## config.mk

```make
export PLATFORM = sky130hd
export DESIGN_NAME = lfu_cache_lru_tiebreak
export DESIGN_NICKNAME = d
export VERILOG_FILES = /design/src/rtl/lfuc_pkg.sv /design/src/rtl/lfu_cache_lru_tiebreak.sv /design/src/rtl/lfuc_cell.sv
export SDC_FILE = /design/constraint.sdc
export NUM_CORES = 2
export LEC_CHECK = 0
export BUFFER_PORTS_ARGS = -buffer_cell sky130_fd_sc_hd__buf_4
export CELL_PAD_IN_SITES_DETAIL_PLACEMENT = 1
export CELL_PAD_IN_SITES_GLOBAL_PLACEMENT = 2
export CORE_MARGIN = 1
export CORE_UTILIZATION = 46
export CTS_CLUSTER_DIAMETER = 200
export DETAILED_ROUTE_END_ITERATION = 8
export PLACE_DENSITY_LB_ADDON = 0.1
export SKIP_LAST_GASP = 1
export SLEW_MARGIN = 40
export SYNTH_ARGS = -nofsm -noshare
export SYNTH_HDL_FRONTEND = slang
export SYNTH_SLANG_ARGS = --single-unit
```

## constraint.sdc

```tcl
create_clock -name clock -period 7.24 [get_ports clock]
set_clock_uncertainty 0.2 [all_clocks]
set_input_delay 1.086 -clock clock [delete_from_list [all_inputs] [get_ports clock]]
set_output_delay 1.086 -clock clock [all_outputs]
set_load 0.1 [all_outputs]
```

## src/rtl/lfuc_pkg.sv

```systemverilog
// shared constants, op codes and types for the lfu cache with lru tie break
`timescale 1ns / 1ps
package lfuc_pkg;

   localparam int ENTRIES     = 16;
   localparam int COUNT_WIDTH = 16;
   localparam int KEY_W       = 32;
   localparam int DATA_W      = 32;
   localparam int CAP_W       = 5;
   localparam int IDX_W       = (ENTRIES > 1) ? $clog2(ENTRIES) : 1;
   localparam int RANK_W      = IDX_W;
   localparam int OCC_W       = $clog2(ENTRIES + 1);
   localparam int CMP_W       = (OCC_W > CAP_W) ? OCC_W : CAP_W;

   localparam logic [CAP_W-1:0]       CAP_RESET = CAP_W'(16);
   localparam logic [COUNT_WIDTH-1:0] COUNT_MAX = {COUNT_WIDTH{1'b1}};

   // request modes
   localparam logic MODE_GET = 1'b0;
   localparam logic MODE_PUT = 1'b1;

   // commands broadcast to every cell
   localparam logic [1:0] OP_NOP    = 2'd0;
   localparam logic [1:0] OP_TOUCH  = 2'd1;
   localparam logic [1:0] OP_REMOVE = 2'd2;
   localparam logic [1:0] OP_INSERT = 2'd3;

   typedef struct packed {
      logic [1:0]        op;
      logic [IDX_W-1:0]  idx;
      logic [RANK_W-1:0] rank;
      logic              wr_value;
      logic [KEY_W-1:0]  key;
      logic [DATA_W-1:0] value;
   } cmd_type;

   // victim candidate handed from cell to cell
   typedef struct packed {
      logic                   found;
      logic [COUNT_WIDTH-1:0] count;
      logic [RANK_W-1:0]      rank;
      logic [IDX_W-1:0]       idx;
      logic [KEY_W-1:0]       key;
   } cand_type;

   typedef struct packed {
      logic              valid;
      logic              match;
      logic [RANK_W-1:0] rank;
      logic [DATA_W-1:0] value;
   } stat_type;

endpackage

```

## src/rtl/lfu_cache_lru_tiebreak.sv

```systemverilog
// top level: request sequencer, occupancy, capacity register and the row of entry cells
// get, put hit, and put with zero capacity: look, decide, then respond; a new request is
// accepted only once the block is idle again. put miss with room: look, decide, insert,
// respond. put miss at capacity: look, decide, search, evict, insert, respond, the search
// lasting until the victim candidate, moving one cell per cycle, reaches the end of the cell row
// synchronous reset empties the cache and sets capacity to 16; results cannot be stalled
`timescale 1ns / 1ps
module lfu_cache_lru_tiebreak import lfuc_pkg::*; (
   input  logic                     clock,
   input  logic                     reset,
   input  logic                     start,
   output logic                     busy,
   input  logic                     req_mode,
   input  logic [KEY_W-1:0]         req_lookup_key,
   input  logic signed [DATA_W-1:0] req_write_value,
   output logic                     rsp_valid,
   output logic                     rsp_hit,
   output logic signed [DATA_W-1:0] rsp_read_value,
   output logic                     rsp_evicted,
   output logic [KEY_W-1:0]         rsp_evicted_key,
   input  logic                     csr_write_enable,
   input  logic [CAP_W-1:0]         csr_capacity_in_use
);

   localparam logic [2:0] S_IDLE   = 3'd0;
   localparam logic [2:0] S_LOOK   = 3'd1;
   localparam logic [2:0] S_DECIDE = 3'd2;
   localparam logic [2:0] S_SEARCH = 3'd3;
   localparam logic [2:0] S_EVICT  = 3'd4;
   localparam logic [2:0] S_INSERT = 3'd5;
   localparam logic [2:0] S_RESP   = 3'd6;

   logic [2:0]        state_ff, state_in;
   logic [CAP_W-1:0]  cap_ff;
   logic [OCC_W-1:0]  occ_ff, occ_in;
   logic [IDX_W-1:0]  search_cnt_ff, search_cnt_in;

   logic              mode_ff;
   logic [KEY_W-1:0]  key_ff;
   logic [DATA_W-1:0] wvalue_ff;

   logic              hit_ff, hit_in;
   logic [IDX_W-1:0]  hit_idx_ff;
   logic [RANK_W-1:0] hit_rank_ff;
   logic [DATA_W-1:0] hit_value_ff;
   logic [DATA_W-1:0] read_value_ff, read_value_in;
   logic              evicted_ff, evicted_in;
   logic [KEY_W-1:0]  evicted_key_ff, evicted_key_in;

   cmd_type           cmd;
   cand_type          chain [0:ENTRIES];
   stat_type          stat [ENTRIES];

   logic              hit_any;
   logic [IDX_W-1:0]  hit_idx;
   logic [RANK_W-1:0] hit_rank;
   logic [DATA_W-1:0] hit_value;
   logic              free_any;
   logic [IDX_W-1:0]  free_idx;
   logic [CMP_W-1:0]  cap_eff;
   logic [CMP_W-1:0]  occ_ext;

   assign chain[0] = '0;

   genvar g;
   generate
      for (g = 0; g < ENTRIES; g++) begin : g_cell
         lfuc_cell u_cell (
            .clock    (clock),
            .reset    (reset),
            .cell_idx (IDX_W'(g)),
            .cmd      (cmd),
            .cand_in  (chain[g]),
            .cand_out (chain[g+1]),
            .stat     (stat[g])
         );
      end
   endgenerate

   // at most one cell matches, so an and-or gather is enough
   always_comb begin
      hit_any   = 1'b0;
      hit_idx   = '0;
      hit_rank  = '0;
      hit_value = '0;
      free_any  = 1'b0;
      free_idx  = '0;
      for (int i = 0; i < ENTRIES; i++) begin
         if (stat[i].match) begin
            hit_any   = 1'b1;
            hit_idx   = hit_idx | IDX_W'(i);
            hit_rank  = hit_rank | stat[i].rank;
            hit_value = hit_value | stat[i].value;
         end
      end
      // lowest free slot
      for (int i = ENTRIES - 1; i >= 0; i--) begin
         if (!stat[i].valid) begin
            free_any = 1'b1;
            free_idx = IDX_W'(i);
         end
      end
   end

   assign occ_ext = CMP_W'(occ_ff);
   assign cap_eff = (CMP_W'(cap_ff) > CMP_W'(ENTRIES)) ? CMP_W'(ENTRIES) : CMP_W'(cap_ff);

   always_comb begin
      state_in       = state_ff;
      occ_in         = occ_ff;
      search_cnt_in  = search_cnt_ff;
      hit_in         = hit_ff;
      read_value_in  = read_value_ff;
      evicted_in     = evicted_ff;
      evicted_key_in = evicted_key_ff;
      cmd.op         = OP_NOP;
      cmd.idx        = hit_idx_ff;
      cmd.rank       = hit_rank_ff;
      cmd.wr_value   = 1'b0;
      cmd.key        = key_ff;
      cmd.value      = wvalue_ff;
      unique case (state_ff)
         S_IDLE: begin
            if (start) state_in = S_LOOK;
         end
         S_LOOK: begin
            hit_in         = hit_any;
            read_value_in  = '0;
            evicted_in     = 1'b0;
            evicted_key_in = '0;
            state_in       = S_DECIDE;
         end
         S_DECIDE: begin
            state_in = S_RESP;
            if (mode_ff == MODE_GET) begin
               if (hit_ff) begin
                  cmd.op        = OP_TOUCH;
                  read_value_in = hit_value_ff;
               end
            end else if (cap_eff != '0) begin
               if (hit_ff) begin
                  cmd.op       = OP_TOUCH;
                  cmd.wr_value = 1'b1;
               end else if (occ_ext >= cap_eff) begin
                  search_cnt_in = '0;
                  state_in      = S_SEARCH;
               end else begin
                  state_in = S_INSERT;
               end
            end
         end
         S_SEARCH: begin
            // the row is stable, wait until the best candidate reaches its end
            search_cnt_in = search_cnt_ff + 1'b1;
            if (search_cnt_ff == IDX_W'(ENTRIES - 1)) state_in = S_EVICT;
         end
         S_EVICT: begin
            if (chain[ENTRIES].found) begin
               cmd.op         = OP_REMOVE;
               cmd.idx        = chain[ENTRIES].idx;
               cmd.rank       = chain[ENTRIES].rank;
               evicted_in     = 1'b1;
               evicted_key_in = chain[ENTRIES].key;
               if (occ_ff != '0) occ_in = occ_ff - 1'b1;
            end
            state_in = S_INSERT;
         end
         S_INSERT: begin
            if (free_any) begin
               cmd.op  = OP_INSERT;
               cmd.idx = free_idx;
               occ_in  = occ_ff + 1'b1;
            end
            state_in = S_RESP;
         end
         S_RESP: begin
            state_in = S_IDLE;
         end
         default: state_in = S_IDLE;
      endcase
   end

   always_ff @(posedge clock) begin
      if (reset) begin
         state_ff <= S_IDLE;
         occ_ff   <= '0;
         cap_ff   <= CAP_RESET;
      end else begin
         state_ff <= state_in;
         occ_ff   <= occ_in;
         if (csr_write_enable) cap_ff <= csr_capacity_in_use;
      end
      if (state_ff == S_IDLE) begin
         mode_ff   <= req_mode;
         key_ff    <= req_lookup_key;
         wvalue_ff <= req_write_value;
      end
      if (state_ff == S_LOOK) begin
         hit_idx_ff   <= hit_idx;
         hit_rank_ff  <= hit_rank;
         hit_value_ff <= hit_value;
      end
      search_cnt_ff  <= search_cnt_in;
      hit_ff         <= hit_in;
      read_value_ff  <= read_value_in;
      evicted_ff     <= evicted_in;
      evicted_key_ff <= evicted_key_in;
   end

   assign busy            = (state_ff != S_IDLE);
   assign rsp_valid       = (state_ff == S_RESP);
   assign rsp_hit         = hit_ff;
   assign rsp_read_value  = read_value_ff;
   assign rsp_evicted     = evicted_ff;
   assign rsp_evicted_key = evicted_key_ff;

endmodule

```

## src/rtl/lfuc_cell.sv

```systemverilog
// one cache entry: key, value, use count, recency rank and a victim search stage
`timescale 1ns / 1ps
module lfuc_cell import lfuc_pkg::*; (
   input  logic             clock,
   input  logic             reset,
   input  logic [IDX_W-1:0] cell_idx,
   input  cmd_type          cmd,
   input  cand_type         cand_in,
   output cand_type         cand_out,
   output stat_type         stat
);

   logic                   valid_ff, valid_in;
   logic [KEY_W-1:0]       key_ff, key_in;
   logic [DATA_W-1:0]      value_ff, value_in;
   logic [COUNT_WIDTH-1:0] count_ff, count_in;
   logic [RANK_W-1:0]      rank_ff, rank_in;
   cand_type               cand_ff, cand_next_in;
   logic                   sel;
   logic                   own_better;

   assign sel = (cmd.idx == cell_idx);

   always_comb begin
      valid_in = valid_ff;
      key_in   = key_ff;
      value_in = value_ff;
      count_in = count_ff;
      rank_in  = rank_ff;
      case (cmd.op)
         OP_TOUCH: begin
            if (sel) begin
               rank_in = '0;
               if (count_ff != COUNT_MAX) count_in = count_ff + 1'b1;
               if (cmd.wr_value) value_in = cmd.value;
            end else if (valid_ff && rank_ff < cmd.rank) begin
               rank_in = rank_ff + 1'b1;
            end
         end
         OP_REMOVE: begin
            if (sel) begin
               valid_in = 1'b0;
            end else if (valid_ff && rank_ff > cmd.rank) begin
               rank_in = rank_ff - 1'b1;
            end
         end
         OP_INSERT: begin
            if (sel) begin
               valid_in = 1'b1;
               key_in   = cmd.key;
               value_in = cmd.value;
               count_in = COUNT_WIDTH'(1);
               rank_in  = '0;
            end else if (valid_ff) begin
               rank_in = rank_ff + 1'b1;
            end
         end
         default: ;
      endcase
   end

   // lowest count wins, older (higher rank) wins among equal counts
   assign own_better = valid_ff &&
      (!cand_in.found || count_ff < cand_in.count ||
       (count_ff == cand_in.count && rank_ff > cand_in.rank));

   always_comb begin
      if (own_better) begin
         cand_next_in.found = 1'b1;
         cand_next_in.count = count_ff;
         cand_next_in.rank  = rank_ff;
         cand_next_in.idx   = cell_idx;
         cand_next_in.key   = key_ff;
      end else begin
         cand_next_in = cand_in;
      end
   end

   always_ff @(posedge clock) begin
      if (reset) begin
         valid_ff      <= 1'b0;
         cand_ff.found <= 1'b0;
      end else begin
         valid_ff      <= valid_in;
         cand_ff.found <= cand_next_in.found;
      end
      key_ff        <= key_in;
      value_ff      <= value_in;
      count_ff      <= count_in;
      rank_ff       <= rank_in;
      cand_ff.count <= cand_next_in.count;
      cand_ff.rank  <= cand_next_in.rank;
      cand_ff.idx   <= cand_next_in.idx;
      cand_ff.key   <= cand_next_in.key;
   end

   assign cand_out    = cand_ff;
   assign stat.valid  = valid_ff;
   assign stat.match  = valid_ff && (key_ff == cmd.key);
   assign stat.rank   = rank_ff;
   assign stat.value  = value_ff;

endmodule

```

==> metrics.md <==
| Metric | Value |
|---|---|
| P_int | approximately 24 mW |
| Prevailing post-synth register cell | edfxtp_1 |
| CTS HTree Levels | 5 |
| Post-Syn Instances | between 7k and 8k |
| Max VDD drop | 0.277 mV |
| Largest net degree at the start of global routing | a little over 80 |
| Synth cell types | 96 |
| CP Capture Type | flip-flop |
| ANT nets after route | 0 |
| Final WL | 302000 um |
| GPL Wtd Cong | between 0.8 and 0.9 |
| DIE WIDTH | 474 um |
| Share of the synthesized area in the top cell type | 44.6% |
| CTS buffer count | 280 |
| Leading area contributor after synthesis | edfxtp_1 |
| I/O pins | 142 |
| Setup TNS | 0 ns |
| CTS resizes | 0 |
| Area growth syn-to-layout | 14.2% |
| Root Buffer | clkbuf_16 |
| Hold_buf cts | 0 |
| Post-CTS Setup Repair Bufs | 0 |
| Pwr/cell area | 268 nW/um^2 |
| GRT overflow | 0 |
| Clock Path Buffers | 4 |
| Share of cells above drive strength 1 | 20.2% |
| GRT met3 Usage | ~3.9% |
| Switching power total | 7.30 mW |
| 1st-iter DRT viols | 4779 |
| Max Cap Viol | 0 |
| Synthesis Warnings | 0 |
| TritonCTS clock tree | yes |
| Num rows | 172 |
| Most common cell after layout, fill and taps aside | edfxtp_1 |
| Most frequent cells in the layout | 1519 x edfxtp_1, 908 x dfxtp_1, 733 x mux2_2 |
| Sequential share of the synthesized area | 62.4% |
| Vias per cell | 5.72 |
| DR pass1 iterations | 5 |
| Peak Freq | around 0.19 GHz |
| Mapped Area | a little over 100000 sq um |
| Synth area leaders | edfxtp_1 45%, dfxtp_1 18%, mux2_2 8.1% |
| Worst-Margin Slew | around 0.9 ns |
| DIE AREA | approximately 220000 sq um |
| Die height | 474 um |
| Nets | 8329 |
| PortBufs | 141 |
| Syn_nets | between 8k and 9k |
| Final setup fails | 0 |
| Syn Area/Cell | 13.5 sq um |
| Global Route met1 Usage | about 40% |
| WP buf/inv | 1 |
| HP Class | in2reg |
| Clock Sinks | 2429 |
| Max Slew Vio Count | 0 |
| Register share of total power | 49.3% |
| Vias | 62.9k |
| Global Route Usage Sum | 26.8% |
| Hold Slack | 0.120 ns |
| Max FO, Critical Path | 17 |
| Minimum clock period | 5.38 ns |
| Unrepaired setup endpoints after global routing | no |
| Fin crit share | around three quarters |
| Gr busiest metal | met2 |
| Clock Power Share | ~44% |
| Top delay family on crit path | simple AND/OR/NAND/NOR gates |
| Comb power frac | 6.3% |
| Initial core utilization | roughly 46% |
| Async SR Flop Fraction | 0% |
| Relative slew slack | 39.3% |
| DP HPWL | slightly above 200000 um |
| Critical path, cell by cell | nand4_1 -> nor4_4 -> a31oi_2 -> a211oi_4 -> nand2_1 -> nor2_4 -> buf_4 |
| Met2 usage | 42.0% |
| Slowest CP cell | dfxtp_1 |
| DRC | 0 |
| CP Class | reg2reg |
| Clk_lat worst skew | 0.94 ns |
| Crit-path max cell delay | 0.88 ns |
| Total core area | 220000 sq um |
| Status | completed |
| Nature of the critical path startpoint | flip-flop |
| First-pass GRT wire length | around 450000 um |
| Number of synthesized flops with an enable pin | 1519 |
| Clock Pin Slew Worst Setup and Hold Paths | 0.06 ns |
| Initial antenna violation count | 15 |
| P_leak | 42.9 nW |
| Mean routed wirelength per cell | 27.5 um |
| Switch share | a little under a quarter |
| Worst Path Arrival | roughly 5.7 ns |
| Endpoints failing hold | 0 |
| Vias in the first global route | between 60k and 70k |
| Seq cells post-synth | approximately 2.4k |
| Required time of the critical path | 7.59 ns |
## synthesized netlist by cell type, drive strengths merged (122+ instances only)
cell type  number
xor2          401
nand2         171
ha            421
nor2          387
buf           210
inv           395
mux2          733
nand4         234
nor4          122
o21ai         167
dfxtp         910
a22o          144
clkbuf        142
xnor2         311
edfxtp       1519
a21oi         176
nand3         171
a221oi        150
## path summary, 6_finish.rpt
kind                                              endpoint                                     start  cells after the start  slack (ns)
setup reg to reg   g_cell[15].u_cell.value_ff[4]$_DFFE_PP_   g_cell[11].u_cell.valid_ff$_SDFFE_PP0P_                      7        1.86
setup / recovery   g_cell[15].u_cell.value_ff[4]$_DFFE_PP_   g_cell[11].u_cell.valid_ff$_SDFFE_PP0P_                      7        1.86
hold / removal                     wvalue_ff[10]$_DFFE_PN_                       req_write_value[10]                      1        0.12
hold reg to reg   g_cell[7].u_cell.cand_out[34]$_SDFF_PP1_  g_cell[6].u_cell.cand_out[34]$_SDFF_PP1_                      1        0.19
## routing by layer
layer	share of wire (%)	routed length [um]	vias to the layer above
met1	47	142000	32300
met3	5.5	16700	405
li1	-	-	28400
met4	2.2	6610	6
met2	45	137000	1818
met5	0.013	40	-
## registers in the layout, summed over array words and instances, names as in the netlist, 3 cells and up
name,count
cap_ff,5
g_cell.u_cell.cand_out,881
g_cell.u_cell.count_ff,256
g_cell.u_cell.key_ff,512
g_cell.u_cell.rank_ff,64
g_cell.u_cell.valid_ff,16
g_cell.u_cell.value_ff,512
hit_idx_ff,4
hit_rank_ff,4
hit_value_ff,32
key_ff,32
occ_ext,5
rsp_evicted_key,32
rsp_read_value,32
search_cnt_ff,4
state_ff,3
wvalue_ff,32
## logic make-up (layout without fill, tap and decap cells)
logic type | count (synthesis) | after routing | synth area share [%]
AOI/OAI and AO/OA | 940 | 940 | 6.73
and+or+nand+nor | 1538 | 1538 | 8.05
muxes | 774 | 774 | 8.47
other | 0 | 5 | 0
buffers and inverters | 747 | 1221 | 3.09
adders and majority gates | 422 | 422 | 5.17
xor gates and xnor gates | 712 | 712 | 6.10
DFF | 2429 | 2429 | 62.4
## layout make-up
| cell class | instances | area, sq um |
|---|---|---|
| Multi-Input combinational cell | 4386 | 35900 |
| Timing Repair Buffer | 341 | 2920 |
| Clock buffer | 377 | 7780 |
| Clock inverter | 108 | 1190 |
| Inverter | 395 | 1490 |
| Fill cell | 21500 | 104000 |
| Tap cell | 2958 | 3700 |
| Sequential cell | 2429 | 63800 |
| Antenna cell | 5 | 12.5 |
## stage by stage
step | power [mW] | cells | setup WS [ns] | instance area (sq um) | util, %
finish | 31.4 | 11000 | 1.86 | 117000 | 53.0
global route | 32.3 | 11000 | 1.71 | 117000 | 53.0
CTS | 31.6 | 11000 | 1.94 | 117000 | 53.0
detailed placement | 17.7 | 10500 | 1.95 | 108000 | 48.9
global placement | 17.6 | 10500 | 1.93 | 107000 | 48.7
floorplan | 16.7 | 7562 | 1.42 | 102000 | -
## power by group through the flow
stage	clock network (mW)	registers, mW	logic [mW]
CTS	14.2	15.4	1.99
finish	13.9	15.4	1.98
global route	14.7	15.5	2.10
detailed placement	0	15.7	1.97
floorplan	0	15.8	0.933
global placement	0	15.7	1.92
No activity file was read; power rests on OpenSTA's default activity.
